### src/sv/fpts_pkg.sv
// fpts_pkg: shared types and constants for the fixed partition triple stack unit
// holds the transaction structs, operation and status codes and fixed widths
// no dependencies
`default_nettype none

package fpts_pkg;

  localparam int unsigned REGION_DEPTH_DEF = 16;
  localparam int unsigned NUM_STACKS       = 3;
  localparam int unsigned DATA_WIDTH       = 32;
  localparam int unsigned CAP_WIDTH        = 5;
  localparam int unsigned CAP_RESET        = 16;

  // operation codes, an unused code acts as a peek
  localparam logic [1:0] MODE_PUSH = 2'd0;
  localparam logic [1:0] MODE_POP  = 2'd1;
  localparam logic [1:0] MODE_PEEK = 2'd2;

  // status codes
  localparam logic [1:0] ST_OK      = 2'd0;
  localparam logic [1:0] ST_FULL    = 2'd1;
  localparam logic [1:0] ST_EMPTY   = 2'd2;
  localparam logic [1:0] ST_INVALID = 2'd3;

  localparam logic signed [DATA_WIDTH-1:0] MOST_NEG = {1'b1, {(DATA_WIDTH-1){1'b0}}};

  typedef struct packed {
    logic [1:0]                   mode;
    logic [1:0]                   stack_sel;
    logic signed [DATA_WIDTH-1:0] push_value;
  } in_item_t;

  typedef struct packed {
    logic signed [DATA_WIDTH-1:0] read_value;
    logic [1:0]                   status;
    logic                         now_empty;
    logic                         now_full;
  } out_item_t;

endpackage

`default_nettype wire

### src/sv/fixed_partition_triple_stack_unit.sv
// fixed_partition_triple_stack_unit: three stacks in fixed regions of one memory
// uses fpts_pkg for types and codes and fpts_ram for the entry store
//
// Three stacks share one memory of 3 * REGION_DEPTH entries; stack s lives in
// region s. Each input transaction pushes, pops or peeks one stack and gives
// exactly one result transaction. The unit takes one transaction per cycle while
// the result side keeps up. A result passes through the memory's registered read
// port, addressed from the per-stack count at acceptance, and then the output
// register before it is offered. With the result side stalled the unit holds
// two transactions and then stalls its input. The counts sit in
// flip-flops and are updated at acceptance, so back-to-back transactions on one
// stack see each other without interlock. A pop reads the old top and writes
// zero into it in the same cycle. The capacity register may only be written
// while idle; zero acts as one and a value above REGION_DEPTH acts as
// REGION_DEPTH. No clearing pass is needed after reset.
`default_nettype none

module fixed_partition_triple_stack_unit #(
  parameter int unsigned REGION_DEPTH = fpts_pkg::REGION_DEPTH_DEF
) (
  input  wire logic                             clk_i,
  input  wire logic                             rst_ni,
  // request channel
  input  wire logic                             in_valid_i,
  output logic                                  in_stall_o,
  input  wire fpts_pkg::in_item_t               in_data_i,
  // result channel
  output logic                                  out_valid_o,
  input  wire logic                             out_stall_i,
  output fpts_pkg::out_item_t                   out_data_o,
  // capacity register write
  input  wire logic                             cfg_valid_i,
  output logic                                  cfg_ready_o,
  input  wire logic [fpts_pkg::CAP_WIDTH-1:0]   cfg_data_i
);

  import fpts_pkg::*;

  localparam int unsigned STORE_DEPTH = NUM_STACKS * REGION_DEPTH;
  localparam int unsigned AW   = $clog2(STORE_DEPTH);
  localparam int unsigned CW   = $clog2(REGION_DEPTH + 1);
  localparam int unsigned CMPW = (CW > CAP_WIDTH) ? CW : CAP_WIDTH;
  localparam int unsigned SW   = $clog2(NUM_STACKS);

  // capacity register, always writable
  logic [CAP_WIDTH-1:0] cap_q;
  assign cfg_ready_o = 1'b1;

  always_ff @(posedge clk_i or negedge rst_ni) begin
    if (!rst_ni) begin
      cap_q <= CAP_WIDTH'(CAP_RESET);
    end else if (cfg_valid_i) begin
      cap_q <= cfg_data_i;
    end
  end

  // clamped capacity
  logic [CMPW-1:0] cap_eff;
  always_comb begin
    cap_eff = CMPW'(cap_q);
    if (cap_q == '0) begin
      cap_eff = CMPW'(1);
    end else if (CMPW'(cap_q) > CMPW'(REGION_DEPTH)) begin
      cap_eff = CMPW'(REGION_DEPTH);
    end
  end

  // handshake between acceptance stage and output register
  logic s1_valid_q, s1_move, in_accept, out_take;
  logic out_valid_q;

  assign out_take   = out_valid_q && !out_stall_i;
  assign s1_move    = s1_valid_q && (!out_valid_q || !out_stall_i);
  assign in_stall_o = s1_valid_q && !s1_move;
  assign in_accept  = in_valid_i && !in_stall_o;

  // per-stack counts
  logic [CW-1:0] cnt_q [NUM_STACKS];
  logic          sel_ok;
  logic [SW-1:0] sel;
  logic [CW-1:0] cur_cnt, new_cnt;
  logic [AW-1:0] base, top_addr, push_addr;
  logic          is_push, is_pop, cur_empty, cur_full;
  logic          push_ok, pop_ok;
  logic [1:0]    status;
  logic          use_rd, rv_neg;

  assign sel     = in_data_i.stack_sel[SW-1:0];
  assign sel_ok  = (32'(in_data_i.stack_sel) < NUM_STACKS);
  assign cur_cnt = sel_ok ? cnt_q[sel] : '0;
  assign is_push = (in_data_i.mode == MODE_PUSH);
  assign is_pop  = (in_data_i.mode == MODE_POP);

  // region base from the stack number, no multiplier needed
  always_comb begin
    case (in_data_i.stack_sel)
      2'd1:    base = AW'(REGION_DEPTH);
      2'd2:    base = AW'(2 * REGION_DEPTH);
      default: base = '0;
    endcase
  end

  assign push_addr = base + AW'(cur_cnt);
  assign top_addr  = push_addr - AW'(1);
  assign cur_empty = (cur_cnt == '0);
  assign cur_full  = (CMPW'(cur_cnt) >= cap_eff);
  assign push_ok   = sel_ok && is_push && !cur_full;
  assign pop_ok    = sel_ok && is_pop && !cur_empty;

  always_comb begin
    new_cnt = cur_cnt;
    if (push_ok) begin
      new_cnt = cur_cnt + CW'(1);
    end else if (pop_ok) begin
      new_cnt = cur_cnt - CW'(1);
    end
  end

  // result classification at acceptance
  always_comb begin
    status = ST_OK;
    use_rd = 1'b0;
    rv_neg = 1'b0;
    if (!sel_ok) begin
      status = ST_INVALID;
      rv_neg = 1'b1;
    end else if (is_push) begin
      if (cur_full) begin
        status = ST_FULL;
      end
    end else if (cur_empty) begin
      status = ST_EMPTY;
      rv_neg = 1'b1;
    end else begin
      use_rd = 1'b1;
    end
  end

  always_ff @(posedge clk_i or negedge rst_ni) begin
    if (!rst_ni) begin
      for (int i = 0; i < NUM_STACKS; i++) begin
        cnt_q[i] <= '0;
      end
    end else if (in_accept && sel_ok) begin
      cnt_q[sel] <= new_cnt;
    end
  end

  // entry store: push writes the new top, pop clears the old top
  logic [DATA_WIDTH-1:0] rd_data;

  fpts_ram #(
    .WIDTH (DATA_WIDTH),
    .DEPTH (STORE_DEPTH)
  ) u_store (
    .clk_i   (clk_i),
    .we_i    (in_accept && (push_ok || pop_ok)),
    .waddr_i (push_ok ? push_addr : top_addr),
    .wdata_i (push_ok ? in_data_i.push_value : '0),
    .re_i    (in_accept && use_rd),
    .raddr_i (top_addr),
    .rdata_o (rd_data)
  );

  // stage one: waits for the read data
  logic       s1_use_rd_q, s1_neg_q, s1_empty_q, s1_full_q;
  logic [1:0] s1_status_q;

  always_ff @(posedge clk_i or negedge rst_ni) begin
    if (!rst_ni) begin
      s1_valid_q <= 1'b0;
    end else if (in_accept) begin
      s1_valid_q <= 1'b1;
    end else if (s1_move) begin
      s1_valid_q <= 1'b0;
    end
  end

  always_ff @(posedge clk_i) begin
    if (in_accept) begin
      s1_use_rd_q <= use_rd;
      s1_neg_q    <= rv_neg;
      s1_status_q <= status;
      s1_empty_q  <= sel_ok && (new_cnt == '0);
      s1_full_q   <= sel_ok && (CMPW'(new_cnt) >= cap_eff);
    end
  end

  // output register
  out_item_t out_q;

  always_ff @(posedge clk_i or negedge rst_ni) begin
    if (!rst_ni) begin
      out_valid_q <= 1'b0;
    end else if (s1_move) begin
      out_valid_q <= 1'b1;
    end else if (out_take) begin
      out_valid_q <= 1'b0;
    end
  end

  always_ff @(posedge clk_i) begin
    if (s1_move) begin
      out_q.read_value <= s1_use_rd_q ? rd_data : (s1_neg_q ? MOST_NEG : '0);
      out_q.status     <= s1_status_q;
      out_q.now_empty  <= s1_empty_q;
      out_q.now_full   <= s1_full_q;
    end
  end

  assign out_valid_o = out_valid_q;
  assign out_data_o  = out_q;

endmodule

`default_nettype wire

### src/sv/fpts_ram.sv
// fpts_ram: generic memory, one write port and one read port
// registered read with read enable, a read and write to one address return old data
// no dependencies
`default_nettype none

module fpts_ram #(
  parameter int unsigned WIDTH = 32,
  parameter int unsigned DEPTH = 48
) (
  input  wire logic                     clk_i,
  input  wire logic                     we_i,
  input  wire logic [$clog2(DEPTH)-1:0] waddr_i,
  input  wire logic [WIDTH-1:0]         wdata_i,
  input  wire logic                     re_i,
  input  wire logic [$clog2(DEPTH)-1:0] raddr_i,
  output logic [WIDTH-1:0]              rdata_o
);

  logic [WIDTH-1:0] mem_q [DEPTH];
  logic [WIDTH-1:0] rdata_q;

  always_ff @(posedge clk_i) begin
    if (we_i) begin
      mem_q[waddr_i] <= wdata_i;
    end
    if (re_i) begin
      rdata_q <= mem_q[raddr_i];
    end
  end

  assign rdata_o = rdata_q;

endmodule

`default_nettype wire

### config.mk
export PLATFORM = sky130hd
export DESIGN_NAME = fixed_partition_triple_stack_unit
export DESIGN_NICKNAME = d
export VERILOG_FILES = /design/src/sv/fpts_pkg.sv /design/src/sv/fixed_partition_triple_stack_unit.sv /design/src/sv/fpts_ram.sv
export SDC_FILE = /design/constraint.sdc
export NUM_CORES = 2
export LEC_CHECK = 0
export BUFFER_PORTS_ARGS = -buffer_cell sky130_fd_sc_hd__buf_2
export CAP_MARGIN = 10
export CORE_MARGIN = 2
export CORE_UTILIZATION = 35
export DETAILED_ROUTE_END_ITERATION = 12
export PLACE_DENSITY = 0.51
export SLEW_MARGIN = 20
export SYNTH_ARGS = -nofsm -noshare
export SYNTH_HDL_FRONTEND = slang
export SYNTH_SLANG_ARGS = --single-unit
### constraint.sdc
create_clock -name clk_i -period 18.8 [get_ports clk_i]
set_input_delay 1.88 -clock clk_i [delete_from_list [all_inputs] [get_ports clk_i]]
set_output_delay 1.88 -clock clk_i [all_outputs]
set_load 0.03 [all_outputs]
Yosys cells after proc, flatten, opt, wreduce, memory -nomap -nowiden
Memory sizes are Yosys's and may differ from the RTL's. A register that Yosys moved wholly into a read port is not among the register bits.
Index checks and enable logic that the tools add are counted.
{ "op_classes": {"magnitude_cmp": 6, "n_reduce_logical": 28, "n_bitwise": 1, "n_mux": 30, "eq_ne": 3, "add_sub_neg": 4} }
{ "op_table": {"columns": ["op", "n"], "rows": [
  ["$mux 32", 3],
  ["$mux 5", 8],
  ["$bwmux 15", 1],
  ["$logic_not 5->1", 3],
  ["$logic_and 1x1->1", 14],
  ["$mux 1", 12],
  ["$pmux 6 s2", 1],
  ["$bmux 5 s2", 1],
  ["$demux 5 s2", 1],
  ["$ge 5x5->1", 2],
  ["$add 6x5->6", 1],
  ["$logic_not 1->1", 6],
  ["$mux 6", 1],
  ["$sub 6x1->6 const B", 1],
  ["$add 5x1->5 const B", 1],
  ["$gt 5x5->1 const B", 1],
  ["$sub 5x1->5 const B", 1],
  ["$eq 2x1->1 const B", 2],
  ["$mux 2", 2],
  ["$reduce_bool 2->1", 2],
  ["$ge 3x3->1 const B", 1],
  ["$lt 3x1->1 const B", 1],
  ["$not 2->3", 1],
  ["$eq 2x2->1 const B", 1],
  ["3 further kinds", 4]
]} }
{ "word_totals": {"inputBits": 46, "elab_cells": 88, "out_inout_bits": 39, "register_bits": 64, "n_memories": 1, "ram_bits": 1536} }
{ "mem_list": {"columns": ["name", "depth", "word_bits", "rd", "rd_clocked_by_memory_dff", "wr", "line_no", "rtl"], "rows": [
  ["u_store.mem_q", 48, 32, 1, 1, 1, "fpts_ram.sv:19", "logic [WIDTH-1:0] mem_q [DEPTH];"]
]} }

Depth between registers and ports, before layout
{ "depth": {"depth_word": 12, "mapped_depth": 26, "depth_no_buf": 18} }

Cells and area by module
A second synthesis with hierarchy kept.
{ "hier_totals": {"cells_unflattened": 3207, "area_unflattened_um2": 63873.8} }
{ "by_module_without_submodules": {"columns": ["mod", "area_each_um2", "seq_area_each_um2", "n_inst", "cells_each"], "rows": [
  ["fpts_ram", 60481.8, 47085.2, 1, 2912],
  ["fixed_partition_triple_stack_unit", 3392.0, 1783.0, 1, 295]
]} }

Worst setup path after synthesis
OpenSTA, ideal clock, no wires.
{ "synth_timing": {"path_type": "input-to-reg", "from": "in in_data_i[32] (netlist name)", "to": "mem u_store.mem_q[10][0] (enable)", "setup_slack_ps": 7707, "t_required_ps": 18205, "arrival_time_ps": 10498, "path_stages": 19, "setup_ps": 595, "cell_sequence": "buf_4 > clkbuf_1 > nand3b_1 > o21ai_4 > inv_2 > buf_6 > buf_6 > buf_4 > buf_4 > buf_2 > ha_1 > nand2b_1 > a211oi_1 > o31ai_1 > a211oi_1 > buf_2 > clkbuf_1 > nand2_1 > a2111oi_0"} }
{ "synth_between": {"elab_chain_len": 12, "elab_cells_between_ends": 24, "classes_between": "2 x add/sub; 2 x order compare; 2 x eq/ne; 8 x mux; 1 x bitwise; 9 x reduce/logical"} }
{ "synth_lines": {"columns": ["element", "line_no", "rtl"], "rows": [
  ["start: declaration", "fixed_partition_triple_stack_unit.sv:26", "input wire fpts_pkg::in_item_t in_data_i,"],
  ["branches (longest 12 deep; another with $add 6x5->6)", null, null],
  ["end: declaration", "fpts_ram.sv:19", null]
]} }
Parallel ways; which one is timed is not known. The select of a mux whose other input is x is not followed.

Worst setup path in the final report
{ "layout_timing": {"from": "in in_data_i[33] (netlist name)", "to": "reg u_store.rdata_q[1] (netlist: u_store.rdata_o[1]), read port of u_store.mem_q (data pin)"} }
{ "layout_between": {"elab_chain_len": 10, "elab_cells_between_ends": 16, "classes_between": "2 x add/sub; 1 x order compare; 2 x eq/ne; 8 x mux; 1 x bitwise; 2 x reduce/logical"} }
{ "layout_lines": {"columns": ["element", "line_no", "rtl"], "rows": [
  ["branches (longest 10 deep; another with $add 6x5->6)", null, null],
  ["end: declaration", "fpts_ram.sv:20", "logic [WIDTH-1:0] rdata_q;"]
]} }
Parallel ways; which one is timed is not known. The select of a mux whose other input is x is not followed.
A chain may end at the register's enable or synchronous reset.

==> metrics.md <==
| Metric | Value |
|---|---|
| Vias in the first global route | 36500 |
| Clock edge transition at the registers on the reported setup and hold paths | ~0.06 ns |
| Synthesized instance count | around 3900 |
| Outcome | complete, no violations |
| Endpoint of the worst-slack reg-to-reg timing path | u_store.rdata_o[1]$_DFFE_PP_ |
| Routed WL per cell | 28.7 um |
| Die Footprint | 190000 um^2 |
| Peak fanout along the critical path | 60 |
| Number of antenna violations at the first check in global routing | 6 |
| Standard cell core area | approximately 190000 um^2 |
| Clock latency reported for the late side of the worst-skew pair | 0.81 ns |
| DRC errors left | 0 |
| Synth unique cells | between 70 and 80 |
| Standard-cell row count | 158 |
| Sequential cell area | 48900 um^2 |
| Final critical path time including I/O delays and setup | 7.19 ns |
| Endpoint required time on the critical path | just under 20 ns |
| Nets | ~4000 |
| Syn Area/Cell | 16.9 um^2 |
| Compound-Gate Fraction of Synth Area | about 9.1% |
| Fraction of synthesized cell area in xor and xnor cells | 0.161% |
| Via density per instance | ~5.6 |
| Total CTS buffers | 173 |
| DRT Wirelength | 188 mm |
| Remaining global-route overflow | 0 |
| Maximum achievable frequency | 139 MHz |
| Worst clock skew | approximately 0.033 ns |
| Mux contribution to synthesized area | 9.45% |
| Aggregate global-route resource usage | about a fifth |
| Vias | about 37000 |
| Critical Setup Path Class | primary input to flip-flop |
| Start point of the critical path | in_data_i[33] |
| Worst hold margin | 0.420 ns |
| Static leakage power | 0.0246 uW |
| Fraction of layout instances using a drive strength above 1 | 15.9% |
| # placed instances | ~6300 |
| Hold path startpoint | s1_empty_q$_DFFE_PP_ |
| Transition at the pin with the smallest max-transition slack | approximately 1.2 ns |
| Maximum number of pins on one net before global-route repair | 150 |
| Total Negative Setup Slacks | 0 ns |
| Iteration count of the initial detailed-routing pass | 8 |
| Critical path capture point type | flip-flop |
| Final std cells w/o fill | 6569 |
| Number of slew-limit violations in the final report | 0 |
| Post-route antenna net violation count | 0 |
| Mapped Nets | 3916 |
| Sinks on Clock Net | 1631 |
| Layout filler cell count | around 17000 |
| Largest family of logic cells by synthesized area | multiplexers |
| CTS Hold Bufs | 0 |
| Unrepaired setup endpoints after global routing | no |
| CP Data Arrival Time | 7.81 ns |
| Yosys warns | 0 |
| Leading cell type in the layout, fill and taps excluded | edfxtp_1 |
| Final period utilization | about two fifths |
| Growth of design area from synthesis to finish | 13.8% |
| Main flop type after synthesis | edfxtp_1 |
| Max Buffers Root-to-Sink | 3 |
| Number of levels in the clock H-tree | 4 |
| DIE HEIGHT | 436 um |
| Cell area reported after detailed placement | about 69000 um^2 |
| Sequential share of the synthesized area | 74.8% |
| Total power | approximately 11000 uW |
| Adder and majority gate portion of the synthesized area | 0.249% |
| Initial standard-cell utilization of the core | a little over a third |
| Worst hold endpoint | out_data_o[1]$_DFFE_PP_ |
| Max-cap violation count | 0 |
| Hold Crit Depth | 0 |
| Type of origin of the critical path | primary input |
| Relative slew slack | 17.5% |
| First-iteration detailed-routing DRC count | approximately 3500 |
| Areal power density over the cells | 144 nW/um^2 |
| Mapped cell area | 65300 um^2 |
| Reg2Reg Launch Point | cnt_q[10]$_DFFE_PN0P_ |
| Final Hold Violating Endpoints | 0 |
| Final number of setup-violating endpoints | 0 |
| Synth async-reset ratio | roughly 1.3% |
| Root buf cell | clkbuf_16 |
| Sum of net half-perimeters after detailed placement | 99.9 mm |
| Routability Congestion | 0.788 |
| Hold WC Path Type | flip-flop to flip-flop |
| Post-CTS Setup Inserts | 0 |
| Number of cell instances on the worst register-to-register path | 13 |
| Non-Filler Cell Area, Final | approximately 74000 um^2 |
| FF+latch count, synth | 1631 |
| Number of flops mapped to enable cells by yosys | 1609 |
| Area taken by multi-input logic gates | 15600 um^2 |
| Commonest cells after routing, fill and taps aside | 1609 x edfxtp_1, 354 x nand2_1, 317 x mux2i_1, 224 x o22ai_1, 177 x clkbuf_16 |
| Die span in x | 436 um |
| Cells resized by post-CTS repair | 0 |
| Simple logic cell fraction of the synthesized area | 4.21% |
| Worst vdd ir | 0.148 mV |
| Port bufs | 83 |
| Global-route wire length before repair | 270 mm |
| I/O pin total | 85 |
| R2R setup slack | approximately 13 ns |
| Clock tree from TritonCTS | built |
## per-layer routing
metal,track usage [%],vias up,routed length (um),share of wire [%]
li1,-,15900,-,-
met1,27.8,19300,83300,44
met2,30.6,1294,87300,46
met3,3.74,240,13400,7.1
met4,5.12,0,4340,2.3
met5,0,-,0,0
## where the power goes
part | total [uW] | internal (uW) | switching [uW] | leakage, uW
Sequential | 4180 | 4140 | 47.9 | 0.0151
Clock | 3180 | 1800 | 1380 | 0.00253
Combinational | 3350 | 1100 | 2250 | 0.00689
Total | 10700 | 7040 | 3670 | 0.0246
## logic make-up (layout without fill, tap and decap cells)
family,Yosys count,in the layout
AOI/OAI and AO/OA,835,835
xor gates and xnor gates,12,12
adders and majority gates,13,13
buffers and inverters,293,519
DFF,1631,1631
muxes,455,455
other,1,7
and+or+nand+nor,617,617
## worst max path at each step
stage | cells after the start | to | slack (ns)
after floorplan | 19 | u_store.mem_q[10][0]$_DFFE_PP_ | 7.71
after global placement | 15 | u_store.mem_q[3][3]$_DFFE_PP_ | 10.65
after detailed placement | 14 | u_store.rdata_o[17]$_DFFE_PP_ | 10.76
after CTS | 14 | u_store.rdata_o[17]$_DFFE_PP_ | 11.60
after global routing | 14 | u_store.rdata_o[1]$_DFFE_PP_ | 11.25
final | 14 | u_store.rdata_o[1]$_DFFE_PP_ | 11.61
## per-stage QoR
| step | setup slack (ns) | util (%) |
|---|---|---|
| 4_1_cts | 11.60 | 40.1 |
| 5_1_grt | 11.25 | 40.1 |
| 3_3_place_gp | 10.65 | 37.2 |
| 3_5_place_dp | 10.76 | 37.3 |
| 2_1_floorplan | 7.71 | - |
| 6_report | 11.61 | 40.1 |
## sequential cells by signal (all words and copies together) (netlist names)
| name | flops |
|---|---|
| out_valid_o | 1 |
| s1_valid_q | 1 |
| s1_full_q | 1 |
| s1_empty_q | 1 |
| cnt_q | 15 |
| s1_status_q | 1 |
| s1_neg_q | 1 |
| cap_q | 5 |
| u_store.rdata_o | 32 |
| s1_use_rd_q | 1 |
| u_store.mem_q | 1536 |
| out_data_o | 36 |
## synthesized netlist by cell type (all sizes together), types with 3 or more instances
library cell	n	share of area, %
and2	67	0.64
a31oi	72	0.69
dfrtp	21	0.80
nand2	355	2.0
nand3b	3	0.034
o22ai	224	2.1
a311oi	31	0.42
a221o	31	0.48
mux4	127	4.4
a211oi	70	0.81
clkbuf	172	0.99
nor4	10	0.11
edfxtp	1609	74
nand2b	9	0.090
mux2i	319	4.9
nor2b	4	0.038
o221ai	64	0.86
a22oi	63	0.72
o31ai	5	0.079
a211o	65	0.87
and3	6	0.057
a2bb2oi	3	0.094
nor2	59	0.34
nand4	3	0.029
a32o	31	0.48
o21ai	80	0.63
ha	13	0.25
a21oi	81	0.62
mux2	9	0.16
inv	16	0.096
nand3	72	0.55
xnor2	11	0.15
o211ai	4	0.046
buf	105	0.94
nor3	20	0.17
## critical path, cell delays in order
cell,delay (ns)
buf_2,0.30
mux2i_4,0.27
buf_4,0.63
o21ai_4,0.17
buf_4,0.43
buf_4,0.51
nand2b_4,0.62
buf_4,0.77
buf_4,0.71
o22ai_1,0.18
a31oi_1,0.24
a21oi_1,0.16
a221o_1,0.41
a311oi_1,0.26
## layout make-up
cell class,count,share of cell area (%)
Antenna cell,6,0.0202
Clock buffer,205,6.10
Clock inverter,93,0.862
Inverter,16,0.0943
Multi-Input combinational cell,1933,21.1
Sequential cell,1631,65.8
Tap cell,2480,4.18
Timing Repair Buffer,205,1.92
Power figures use the tool's default switching activity.
